--- config.mk ---
export PLATFORM = sky130hd
export DESIGN_NAME = awu_fifo
export DESIGN_NICKNAME = d
export VERILOG_FILES = /design/src/rtl/core/awu_pkg.sv /design/src/rtl/core/awu_fifo.sv
export SDC_FILE = /design/constraint.sdc
export NUM_CORES = 1
export LEC_CHECK = 0
export ABC_AREA = 1
export BUFFER_PORTS_ARGS = -buffer_cell sky130_fd_sc_hd__buf_2
export CAP_MARGIN = 20
export CORE_UTILIZATION = 35
export DETAILED_ROUTE_END_ITERATION = 7
export PLACE_DENSITY_LB_ADDON = 0.08
export SLEW_MARGIN = 20
export SYNTH_ARGS = -nofsm -noshare
export SYNTH_HDL_FRONTEND = slang
export SYNTH_SLANG_ARGS = --single-unit
--- constraint.sdc ---
create_clock -name i_clk -period 4.67 [get_ports i_clk]
set_input_delay 0.934 -clock i_clk [delete_from_list [all_inputs] [get_ports i_clk]]
set_output_delay 0.934 -clock i_clk [all_outputs]
set_load 0.05 [all_outputs]
--- src/rtl/core/awu_pkg.sv ---
package awu_pkg;

    // Field widths of one beat on either channel.
    localparam int IDX_W = 10;
    localparam int VAL_W = 48;

    // Item kinds.
    localparam logic KIND_ANCHOR = 1'b0;
    localparam logic KIND_GRAD   = 1'b1;

    // Configuration register indexes (byte address divided by four).
    localparam logic [2:0] REG_LR    = 3'd0;
    localparam logic [2:0] REG_BETA1 = 3'd1;
    localparam logic [2:0] REG_BETA2 = 3'd2;
    localparam logic [2:0] REG_EPS   = 3'd3;
    localparam logic [2:0] REG_TRUST = 3'd4;

    // Reset values of the configuration registers.
    localparam logic [23:0] LR_RST    = 24'h010000;
    localparam logic [23:0] BETA1_RST = 24'hE66666;
    localparam logic [23:0] BETA2_RST = 24'hFFBE77;
    localparam logic [31:0] EPS_RST   = 32'h002AF31E;
    localparam logic [31:0] TRUST_RST = 32'h001E0000;

    // One in Q0.24.
    localparam logic [24:0] ONE24 = 25'h1000000;

    typedef struct packed {
        logic                    kind;
        logic [IDX_W-1:0]        index;
        logic signed [VAL_W-1:0] value;
        logic                    end_of_pass;
    } t_in_item;

    typedef struct packed {
        logic [IDX_W-1:0]        weight_index;
        logic signed [VAL_W-1:0] new_weight;
        logic [VAL_W-1:0]        max_drift;
        logic                    over_trust;
        logic                    pass_done;
    } t_out_item;

    // An accepted item with its store address already reduced.
    typedef struct packed {
        t_in_item         item;
        logic [IDX_W-1:0] addr;
    } t_job;

    // Configuration as seen by the update engine.
    typedef struct packed {
        logic [23:0] lr;
        logic [23:0] beta1;
        logic [23:0] beta2;
        logic [31:0] eps;
        logic [31:0] trust;
        logic        beta1_wr;
        logic        beta2_wr;
    } t_cfg;

endpackage

--- src/rtl/core/awu_fifo.sv ---
module awu_fifo (
    input  logic          i_clk,
    input  logic          i_rst_n,
    input  logic          i_push,
    input  awu_pkg::t_job i_job,
    input  logic          i_pop,
    output awu_pkg::t_job o_job,
    output logic          o_empty,
    output logic          o_full
);
    import awu_pkg::*;

    t_job       r_slot [2];
    logic       r_wp;
    logic       r_rp;
    logic [1:0] r_cnt;

    assign o_empty = r_cnt == 2'd0;
    assign o_full  = r_cnt == 2'd2;
    assign o_job   = r_slot[r_rp];

    // Two-entry queue between the front and the update engine.
    always_ff @(posedge i_clk) begin
        if (!i_rst_n) begin
            r_wp  <= 1'b0;
            r_rp  <= 1'b0;
            r_cnt <= 2'd0;
        end else begin
            if (i_push) begin
                r_wp <= !r_wp;
            end
            if (i_pop) begin
                r_rp <= !r_rp;
            end
            if (i_push && !i_pop) begin
                r_cnt <= r_cnt + 2'd1;
            end else if (i_pop && !i_push) begin
                r_cnt <= r_cnt - 2'd1;
            end
        end
    end

    always_ff @(posedge i_clk) begin
        if (i_push) begin
            r_slot[r_wp] <= i_job;
        end
    end

endmodule

Word-level counts from Yosys, hierarchy flattened. Memory sizes are Yosys's and may differ from the RTL's. A register that Yosys moved wholly into a read port is not among the register bits. Cells that the tools add are included.

Register bits: 4. Memory bits (writable): 140. Input port bits: 74. Output and inout port bits: 72. Memories kept: 1.

Memories: r_slot (depth 2, bits a word 70, read ports 1, clocked after memory_dff 1, wr ports 1, line awu_fifo.sv:13) `t_job r_slot [2];`.

Add/subtract/negate cells: 2. Equal/unequal tests: 1. Muxes and demuxes: 6. Reductions and logical operators: 8.

Operator list (number): 1-bit zero test (4); 1-bit 2-to-1 mux (4); 2-bit 2-to-1 mux (2); 2-bit by 1-bit adder with 2-bit output, second input constant (1); 2-bit equality test, second input constant (1); 1-bit logical AND (2); 2-bit zero test (1); 2-bit nonzero test (1); 2-bit by 1-bit subtractor with 2-bit output, second input constant (1).

Longest topological paths before layout.
Depth after elaboration: 4. Depth in mapped cells: 8. Mapped depth without buffers: 8.

Worst setup path after synthesis. Ideal clock, no wire load.

Path kind: input-to-reg. From: input port i_push. To: memory r_slot[0][0] (netlist name) (enable). Library setup time: 0.500 ns. Data arrival time: 3.908 ns. Required time: 4.170 ns. Setup slack: 0.261 ns. Stages on the path: 2. Cells stage by stage: inv_1 > nor2_1.

Word-level cells in the longest chain between the ends: 2.

RTL lines: start: declaration (line awu_fifo.sv:4) `input logic i_push,`; 1-bit 2-to-1 mux (line awu_fifo.sv:44) `if (i_push) begin`; 1-bit 2-to-1 mux (implied by the code) (line awu_fifo.sv:45) `r_slot[r_wp] <= i_job;`; end: declaration (line awu_fifo.sv:13).

Every way passes these cells.

==> run metrics <==
capture point of the critical path o_job[48]; total grt overflow 0; CP Max Fanout 41; routed vias 2749; synth warn 0; Max Cap Violations 0; maximum number of pins on one net before global-route repair 51; Reg-to-Reg End r_slot[1][31]; count of pins over their slew limit 0; DRC viols 0; Clock Skew 0.00355 ns; Crit path arrival time 2.16 ns; depth of the worst register-to-register path 3; Total Power 3.37 mW; RSZ-0062 raised after global routing false; die area 16600 um^2; pwr dens 471 nW/um^2; final setup vio count 0; most area-hungry cell type in the Yosys netlist edfxtp_1; Worst path slowest cell dfxtp_4; Die W 129 um; Post-CTS Setup Bufs 0; clock latency at the later pin of the worst-skew pair 0.41 ns; Max-slew headroom 36.1%; critical-path cell list buf_12 -> mux2_4 -> buf_2; Worst-path clk slew 0.05 ns; period utilization 66.3%; GPL Wtd Cong 0.668; Hold Vio Cnt, Final 0; Psw 829 uW; critical path's largest stage delay 0.74 ns; clk sinks 145; Tot GR Track Use 12.5%; non-filler instance count after layout 643; Tmin final 3.10 ns; Multi-input gate area 1160 um^2; worst slew pin tran 0.958 ns; Mapped Nets 328; nets 488; global-route wire length before repair 14600 um; HPWL Detailed 6170 um; Pleak 2.87 nW; vias in the first global route 2755; Yosys reg bits 145; Worst Hold Class reg2reg; share of the synthesized area in the top cell type 74.6%; Starting Density 35.7%; Max VDD drop 0.216 mV; clock tree buffer depth 2; combinational fraction of design power 14.0%; most numerous cell in the Yosys netlist edfxtp_1; CTS buffer count 17; post-route antenna net violation count 0; TNS Setup 0 ns; cell count after synthesis 253; switching share of power 24.6%; asr flop ratio synth 0%; Yosys cell types 13; area grow syn2layout 27.2%; Required @ worst endpoint 3.74 ns; Die Height 129 um; sequential share of the synthesized area 76.4%; Worst setup SP type register; top cells by instance count after synthesis 140 x edfxtp_1, 70 x mux2_4, 9 x nor2_1; Register Area 4310 um^2; Core Region 15800 um^2; I/O Buffers 145; clk root buf clkbuf_16; synthesized area per cell 22.3 um^2; htree depth 4; WL final 9820 um; top_reg_cell synth edfxtp_1; run status finished clean; hold buffers post-CTS 0; Crit Reg-Reg Startpoint r_wp; Post-synth EDFFs 140; share of layout cells above drive strength 1 58.5%; vias per std cell 4.28; TritonCTS clock tree built; R2R Setup Slk 2.62 ns; num ports 146; DR iter-0 viols 120; Critical Path Sink Type primary output; utilization after layout 45.5%; top cells by area, synth edfxtp_1 75%, mux2_4 19%, buf_12 2.5%, dfxtp_1 1.8%, nor2_1 0.60%; Reg power frac 45.5%; WL/cell 15.3 um; Core Rows 46; Cell Area, Synth 5630 um^2; kind of critical path reg2out; placed cells 609; antenna violations before repair 1; Post-CTS Resized 0; Pre-antenna DRT Iters 4; P_int 2.54 mW; Filler Cell Count 1425; Peak Freq 323 MHz; Clock Power Share 40.6%
-- cell type report --
type	count	share of cell area (%)
clock buffer	18	5.99
clock inverter	14	2.37
tap	216	3.77
timing repair buffer	149	11.2
inverter	8	0.436
antenna	1	0.0349
sequential	145	60.1
multi-input combinational	92	16.1
-- cell usage in the layout (no fill, tap or decap) --
master      netlist  routed
buf_2             0     145
edfxtp_1        140     140
mux2_4           70      70
clkbuf_16         0      17
nor2_1            9       8
nand2_1           8       8
inv_1             8       7
clkinv_2          0       5
clkinv_1          0       4
bufinv_16         0       4
dfxtp_1           5       4
clkinvlp_4        0       2
buf_12            7       2
diode_2           0       1
nor2_4            0       1
o21ai_0           1       1
a21oi_1           1       1
nand3_1           1       1
nand4_1           1       1
ha_1              1       1
dfxtp_4           0       1
clkbuf_1          0       1
buf_16            0       1
buf_4             0       1
-- flip-flops by register name, indices dropped and copies added, names as in the netlist, named ones only --
name / cells
r_cnt: 2
r_slot: 140
r_rp: 1
r_wp: 1
-- worst max-delay path: cells and delay by family, from the launching register on --
family   cells  cell delay (ns)
flops        1             0.74
mux          1             0.35
buf+inv      2             0.57
-- stage by stage --
step                hold WS, ns  worst slack [ns]  cell area, um^2
floorplan                 0.463             0.261             5630
global placement          0.478              1.85             6540
detailed placement        0.491              1.84             6540
CTS                       0.505              1.52             7140
global route              0.542              1.47             7170
finish                    0.503              1.57             7170
-- power groups by stage --
stage	registers, mW	logic [mW]	clock network (mW)
floorplan	1.55	0.386	0
global placement	1.56	0.472	0
detailed placement	1.56	0.474	0
CTS	1.54	0.475	1.40
global route	1.54	0.498	1.45
finish	1.53	0.471	1.37
-- cell families after synthesis --
logic type / after synthesis / share of synthesized area (%)
DFF: 145 / 76.4
muxes: 70 / 18.7
and+or+nand+nor: 19 / 1.33
buffers and inverters: 16 / 3.22
AOI/OAI and AO/OA: 2 / 0.177
adders and majority gates: 1 / 0.222
-- worst min-delay path by stage --
stage | to | start | cells past startpoint
final | r_rp | r_rp | 2
after floorplan | register | r_rp | 2
after CTS | r_rp | r_rp | 2
after global routing | r_rp | r_rp | 2
after detailed placement | r_rp | r_rp | 2
after global placement | r_rp | r_rp | 2
-- layer usage --
metal / share of wire [%] / up-vias / GRT usage [%]
li1: - / 1305 / -
met1: 42 / 1340 / 14.6
met2: 49 / 86 / 19.3
met3: 6.7 / 18 / 5.45
met4: 2.3 / 0 / 7.27
met5: 0 / - / 0
Power figures use the tool's default switching activity.
