$ cat src/rtl/core/awu_pkg.sv
package awu_pkg;

    // Field widths of one beat on either channel.
    localparam int IDX_W = 10;
    localparam int VAL_W = 48;

    // Item kinds.
    localparam logic KIND_ANCHOR = 1'b0;
    localparam logic KIND_GRAD   = 1'b1;

    // Configuration register indexes (byte address divided by four).
    localparam logic [2:0] REG_LR    = 3'd0;
    localparam logic [2:0] REG_BETA1 = 3'd1;
    localparam logic [2:0] REG_BETA2 = 3'd2;
    localparam logic [2:0] REG_EPS   = 3'd3;
    localparam logic [2:0] REG_TRUST = 3'd4;

    // Reset values of the configuration registers.
    localparam logic [23:0] LR_RST    = 24'h010000;
    localparam logic [23:0] BETA1_RST = 24'hE66666;
    localparam logic [23:0] BETA2_RST = 24'hFFBE77;
    localparam logic [31:0] EPS_RST   = 32'h002AF31E;
    localparam logic [31:0] TRUST_RST = 32'h001E0000;

    // One in Q0.24.
    localparam logic [24:0] ONE24 = 25'h1000000;

    typedef struct packed {
        logic                    kind;
        logic [IDX_W-1:0]        index;
        logic signed [VAL_W-1:0] value;
        logic                    end_of_pass;
    } t_in_item;

    typedef struct packed {
        logic [IDX_W-1:0]        weight_index;
        logic signed [VAL_W-1:0] new_weight;
        logic [VAL_W-1:0]        max_drift;
        logic                    over_trust;
        logic                    pass_done;
    } t_out_item;

    // An accepted item with its store address already reduced.
    typedef struct packed {
        t_in_item         item;
        logic [IDX_W-1:0] addr;
    } t_job;

    // Configuration as seen by the update engine.
    typedef struct packed {
        logic [23:0] lr;
        logic [23:0] beta1;
        logic [23:0] beta2;
        logic [31:0] eps;
        logic [31:0] trust;
        logic        beta1_wr;
        logic        beta2_wr;
    } t_cfg;

endpackage

$ cat src/rtl/core/awu_front.sv
module awu_front #(
    parameter int NUM_WEIGHTS = 1024
) (
    input  logic              i_clk,
    input  logic              i_rst_n,
    input  logic              start,
    output logic              busy,
    input  awu_pkg::t_in_item i_item,
    input  logic              i_full,
    output logic              o_push,
    output awu_pkg::t_job     o_job
);
    import awu_pkg::*;

    localparam logic [16:0] NW        = 17'(NUM_WEIGHTS);
    localparam logic [1:0]  LAST_STEP = 2'd2;
    // Scaled reciprocal of the depth; an index never reaches a depth of 1024 or more.
    localparam logic [20:0] RECIP =
        21'((NUM_WEIGHTS >= 1024) ? 0 : ((1 << 20) / NUM_WEIGHTS));

    logic             r_active;
    logic [1:0]       r_cnt;
    t_in_item         r_item;
    logic [IDX_W-1:0] r_quo;
    logic [IDX_W-1:0] r_rem;
    logic [30:0]      prod;
    logic [16:0]      rem_est;
    logic             rem_ge;
    logic             done;

    // The reciprocal estimate of the quotient is exact or one short, so one
    // compare and subtract finishes the remainder modulo the store depth.
    assign prod    = 31'(r_item.index) * 31'(RECIP);
    assign rem_est = 17'(r_item.index) - 17'(r_quo) * NW;
    assign rem_ge  = rem_est >= NW;
    assign done    = r_cnt == LAST_STEP;
    assign o_push  = r_active && done && !i_full;
    assign busy    = r_active;

    always_ff @(posedge i_clk) begin
        if (!i_rst_n) begin
            r_active <= 1'b0;
            r_cnt    <= '0;
        end else if (start && !r_active) begin
            r_active <= 1'b1;
            r_cnt    <= '0;
        end else if (r_active && !done) begin
            r_cnt <= r_cnt + 2'd1;
        end else if (o_push) begin
            r_active <= 1'b0;
        end
    end

    // The quotient estimate is registered first, then the remainder.
    always_ff @(posedge i_clk) begin
        if (start && !r_active) begin
            r_item <= i_item;
        end else if (r_active && r_cnt == 2'd0) begin
            r_quo <= prod[29:20];
        end else if (r_active && r_cnt == 2'd1) begin
            r_rem <= rem_ge ? IDX_W'(rem_est - NW) : IDX_W'(rem_est);
        end
    end

    assign o_job.item = r_item;
    assign o_job.addr = r_rem;

endmodule

$ cat config.mk
export PLATFORM = sky130hd
export DESIGN_NAME = awu_front
export DESIGN_NICKNAME = d
export VERILOG_FILES = /design/src/rtl/core/awu_pkg.sv /design/src/rtl/core/awu_front.sv
export SDC_FILE = /design/constraint.sdc
export NUM_CORES = 1
export LEC_CHECK = 0
export BUFFER_PORTS_ARGS = -buffer_cell sky130_fd_sc_hd__buf_4
export CAP_MARGIN = 20
export CORE_ASPECT_RATIO = 0.5
export CORE_MARGIN = 2
export CORE_UTILIZATION = 30
export CTS_BUF_LIST = sky130_fd_sc_hd__clkbuf_4
export CTS_CLUSTER_DIAMETER = 100
export DETAILED_ROUTE_END_ITERATION = 12
export GPL_ROUTABILITY_DRIVEN = 0
export GPL_TIMING_DRIVEN = 0
export SLEW_MARGIN = 10
export SYNTH_ARGS = -nofsm -noshare
export SYNTH_HDL_FRONTEND = slang
export SYNTH_SLANG_ARGS = --single-unit
$ cat constraint.sdc
create_clock -name i_clk -period 1.7 [get_ports i_clk]
set_clock_uncertainty 0.1 [all_clocks]
set_input_delay 0 -clock i_clk [delete_from_list [all_inputs] [get_ports i_clk]]
set_output_delay 0 -clock i_clk [all_outputs]
set_load 0.05 [all_outputs]
# After elaboration in Yosys (flattened, before gate mapping)
# Index checks and enable logic that the tools add are counted.
[op_classes]
n_mux = 4
n_lt_le_gt_ge = 1
n_eq_ne = 3
n_reduce_logical = 14
bitwise_logic = 3
add_sub_neg = 2
[op_table]
columns = ["cell", "n"]
rows = [
  ["$ge A10 B11 Y1 const B", 1],
  ["$mux W10", 1],
  ["$sub A10 B1 Y10 const B", 1],
  ["$logic_and A1 B1 Y1", 6],
  ["$logic_not A1 Y1", 3],
  ["$mux W1", 3],
  ["$not A1 Y1", 3],
  ["$reduce_and A3 Y1", 1],
  ["$add A2 B1 Y2 const B", 1],
  ["$eq A2 B1 Y1 const B", 1],
  ["$eq A2 B2 Y1 const B", 1],
  ["$logic_not A2 Y1", 1],
  ["$ne A2 B2 Y1 const B", 1],
  ["$reduce_and A2 Y1", 1],
  ["$reduce_bool A2 Y1", 1],
  ["$reduce_or A2 Y1", 1],
]
[word_totals]
regBits = 73
input_bits = 64
wordCells = 34
output_inout_bits = 72

# Logic depth before layout (Yosys ltp)
[logic_depth]
depth_word = 6
depth_mapped = 5
ltp_nobuf = 5

# Least setup slack after synthesis
# Ideal clock, no wire load.
[synth_path]
path_kind = "flip-flop to flip-flop"
from = "reg r_active (netlist: busy)"
to = "reg r_item, in the netlist o_job[10] (enable)"
setup_ns = 0.390
path_slack_ns = -0.281
stages_incl_launch_ff = 2
t_required_ns = 1.210
synth_period_minus_slack_ns = 1.981
t_arrival_ns = 1.491
path_buffers = 0
path_cell_list = "dfxtp_1 -> and2b_2"
[synth_via]
elab_chain_cells = 2
[synth_lines]
columns = ["item", "line_no", "rtl"]
rows = [
  ["start, declared", "awu_front.sv:21", "logic r_active;"],
  ["start signal, assigned", "awu_front.sv:42", "r_active <= 1'b0;"],
  ["start signal, assigned", "awu_front.sv:45", "r_active <= 1'b1;"],
  ["start signal, assigned", "awu_front.sv:50", "r_active <= 1'b0;"],
  ["$logic_not A1 Y1", "awu_front.sv:56", "if (start && !r_active) begin"],
  ["$logic_and A1 B1 Y1", "awu_front.sv:56", ""],
  ["end signal, assigned", "awu_front.sv:57", "r_item <= i_item;"],
  ["end, declared", "awu_front.sv:23", "t_in_item r_item;"],
]
# No other way between the ends.
# A chain may end at the register's enable or synchronous reset.

# Worst setup path in the final report
[layout_path]
from = "reg r_cnt[0]"
to = "out o_push"
[layout_via]
elab_chain_cells = 3
[layout_lines]
columns = ["item", "line_no", "rtl"]
rows = [
  ["start, declared", "awu_front.sv:22", "logic [1:0] r_cnt;"],
  ["start signal, assigned", "awu_front.sv:48", "r_cnt <= r_cnt + 2'd1;"],
  ["$eq A2 B2 Y1", "awu_front.sv:36", "assign done = r_cnt == LAST_STEP;"],
  ["$logic_and A1 B1 Y1 (2 in series)", "awu_front.sv:37", "assign o_push = r_active && done && !i_full;"],
  ["end, declared", "awu_front.sv:10", "output logic o_push,"],
]
# No other way between the ends.

==> flow_summary.ini <==
[critical_path]
critical-path-top-delay-family = flip-flops
critPathKind = reg2out
cp-end-kind = primary output
required_ns = 1.60
crit_arrival_ns = 1.47
r2r_end = o_job[18]
r2r_slack_ns = 0.15
worst-path-buf-inv = 2
max_stage_delay_ns = 0.36
path_cells = inv_2 > ha_2 > nand2_1 > nor2_2 > buf_6
worst_setup_path_start_kind = flip-flop
slowest_stage = dfxtp_1
r2r_cells = 1
r2r_start = busy
cp_max_fo = 3

[final_layout]
layout_commonest_cell = buf_4
area_growth_pct = 83.0
most-common-layout-cells = buf_4 (135), edfxtp_1 (70), dlygate4sd3_1 (63)
diodes = 0
drive_gt1_share_pct = 51.3
nets = 370
postLayoutCoreUtil_pct = 57.0
fin_area_um2 = 4200

[detailed_routing]
firstDrtPassIters = 4
drc = 0
ant_nets = 0
finalWirelength_um = 5960
vias_per_cell = 4.02
drt-wirelength-per-cell_um = 14.8
via_count = 1626
drtIter0Drc = 75

[min_path]
worstHoldPathType = in2reg
holdPathStages = 2
hold_end = o_job[24]
min_from = i_item[14]

[floorplanning]
die_x_um = 128
start_util_pct = 31.1
dieArea_um2 = 8420
die_height_um = 65.9
core-area_um2 = 7380
rows = 22
io_pins = 136

[job]
cap_violations = 0

[yosys]
ys_seq_area_share_pct = 94.1
synth_cells = 92
synth.largest_area_cell = edfxtp_1
synth_top_area_share_pct = 91.5
synth_nets = 159
synthTopCellsByArea = edfxtp_1 (92%), dfxtp_1 (2.6%), ha_1 (1.6%), o41ai_2 (0.71%), inv_1 (0.49%)
synth_warnings = 0
syn-cell-area_um2 = 2300
synthDistinctLibCells = 14
synth-seq-cells = 73
postSynthAreaPerCell_um2 = 25.0

[sta]
rsz0062_at_grt = no
fin_crit_sh_pct = 92.2
worst_pin_slew_ns = 0.704
setup_viol = 0
hold_viol = 0
period_minus_slack_ns = 1.57
report.final.slew_viol_count = 0
holdWs_ns = 0.194
tns_ns = 0
fmax_ghz = 0.638
relSlewSlack_pct = 53.1

[global_route]
grt_pass1_vias = 1687
grt-ovfl-total = 0
grt.total_usage_pct = 14.5
antenna_found_initial = 0
grt_first_pass_wirelength_um = 8710
grt_max_degree = 31

[cts]
cts_buffers = 9
clk_pin_slew_ns = 0.10
root_buffer = clkbuf_4
clock_path_buffers = 2
tritoncts = yes
h-tree-depth = 3
insertion_delay_ns = 0.41
cts.sinks = 73

[placement]
io_buffer_count = 135
place_area_um2 = 3440
hpwl_um = 3890

[pwr]
p_leak_nw = 1.74
power-per-cell-area_nw_per_um2 = 889
ir_worst_vdd_mv = 0.551
fin_total_pwr_mw = 3.74

[status]
status = finished, final reports clean
sequential cells by signal, summed over array words and instances (netlist names):
name	cells
o_job	60
r_cnt	2
r_rem	10
busy	1
Yosys cell counts (all sizes together):
master / n
nand2: 2
o21ai: 2
edfxtp: 70
a31o: 1
dfxtp: 3
and2b: 1
and4b: 1
nor2: 3
inv: 3
o41ai: 1
xnor2: 1
ha: 3
nand3: 1
logic make-up after synthesis:
group	after synthesis	synth area share [%]
xor gates and xnor gates	1	0.381
buffers and inverters	3	0.490
adders and majority gates	3	1.63
and+or+nand+nor	8	1.85
AOI/OAI and AO/OA	4	1.52
DFF	73	94.1
worst max path at each step:
stage               slack [ns]      from  cells past startpoint   endpoint
finish                    0.13  r_cnt[0]                      5     o_push
global route              0.02  r_cnt[0]                      5     o_push
CTS                       0.02  r_cnt[0]                      5     o_push
detailed placement       -0.06  r_cnt[0]                      3   r_rem[5]
global placement         -0.04  r_cnt[0]                      3   r_rem[0]
floorplan                 0.08      busy                      1  o_job[10]
layer usage:
layer | GRT usage, % | up-vias | share of wire (%)
li1 | - | 790 | -
met1 | 14.6 | 793 | 36
met2 | 27.9 | 33 | 59
met3 | 4.77 | 10 | 3.5
met4 | 6.18 | 0 | 1.6
met5 | 0 | - | 0
timing repair:
item	CTS	global route
hold buffers	63	0
setup buffers	0	1
resized for setup	2	3
pin swaps	0	1
cloned	1	0
setup endpoints to repair	70	1
endpoints found under the hold margin	63	0
power by group:
group          switching [mW]  total (mW)  internal, mW
Sequential             0.0341        2.11          2.07
Clock                   0.541       0.917         0.376
Combinational           0.415       0.711         0.296
per-stage QoR:
stage / setup slack [ns] / std cells
after floorplan: 0.0776 / 92
after global placement: -0.0435 / 323
after detailed placement: -0.0584 / 323
after CTS: 0.0204 / 403
after global routing: 0.0233 / 404
final: 0.133 / 404
area by class of cell:
cell class	count	area (um2)
Tap cell	96	120
Sequential cell	73	2160
Multi-Input combinational cell	17	141
Fill cell	608	3170
Timing Repair Buffer	199	1660
Inverter	3	11.3
Clock buffer	14	105
Clock inverter	2	7.51
(Power assumes the default switching activity.)
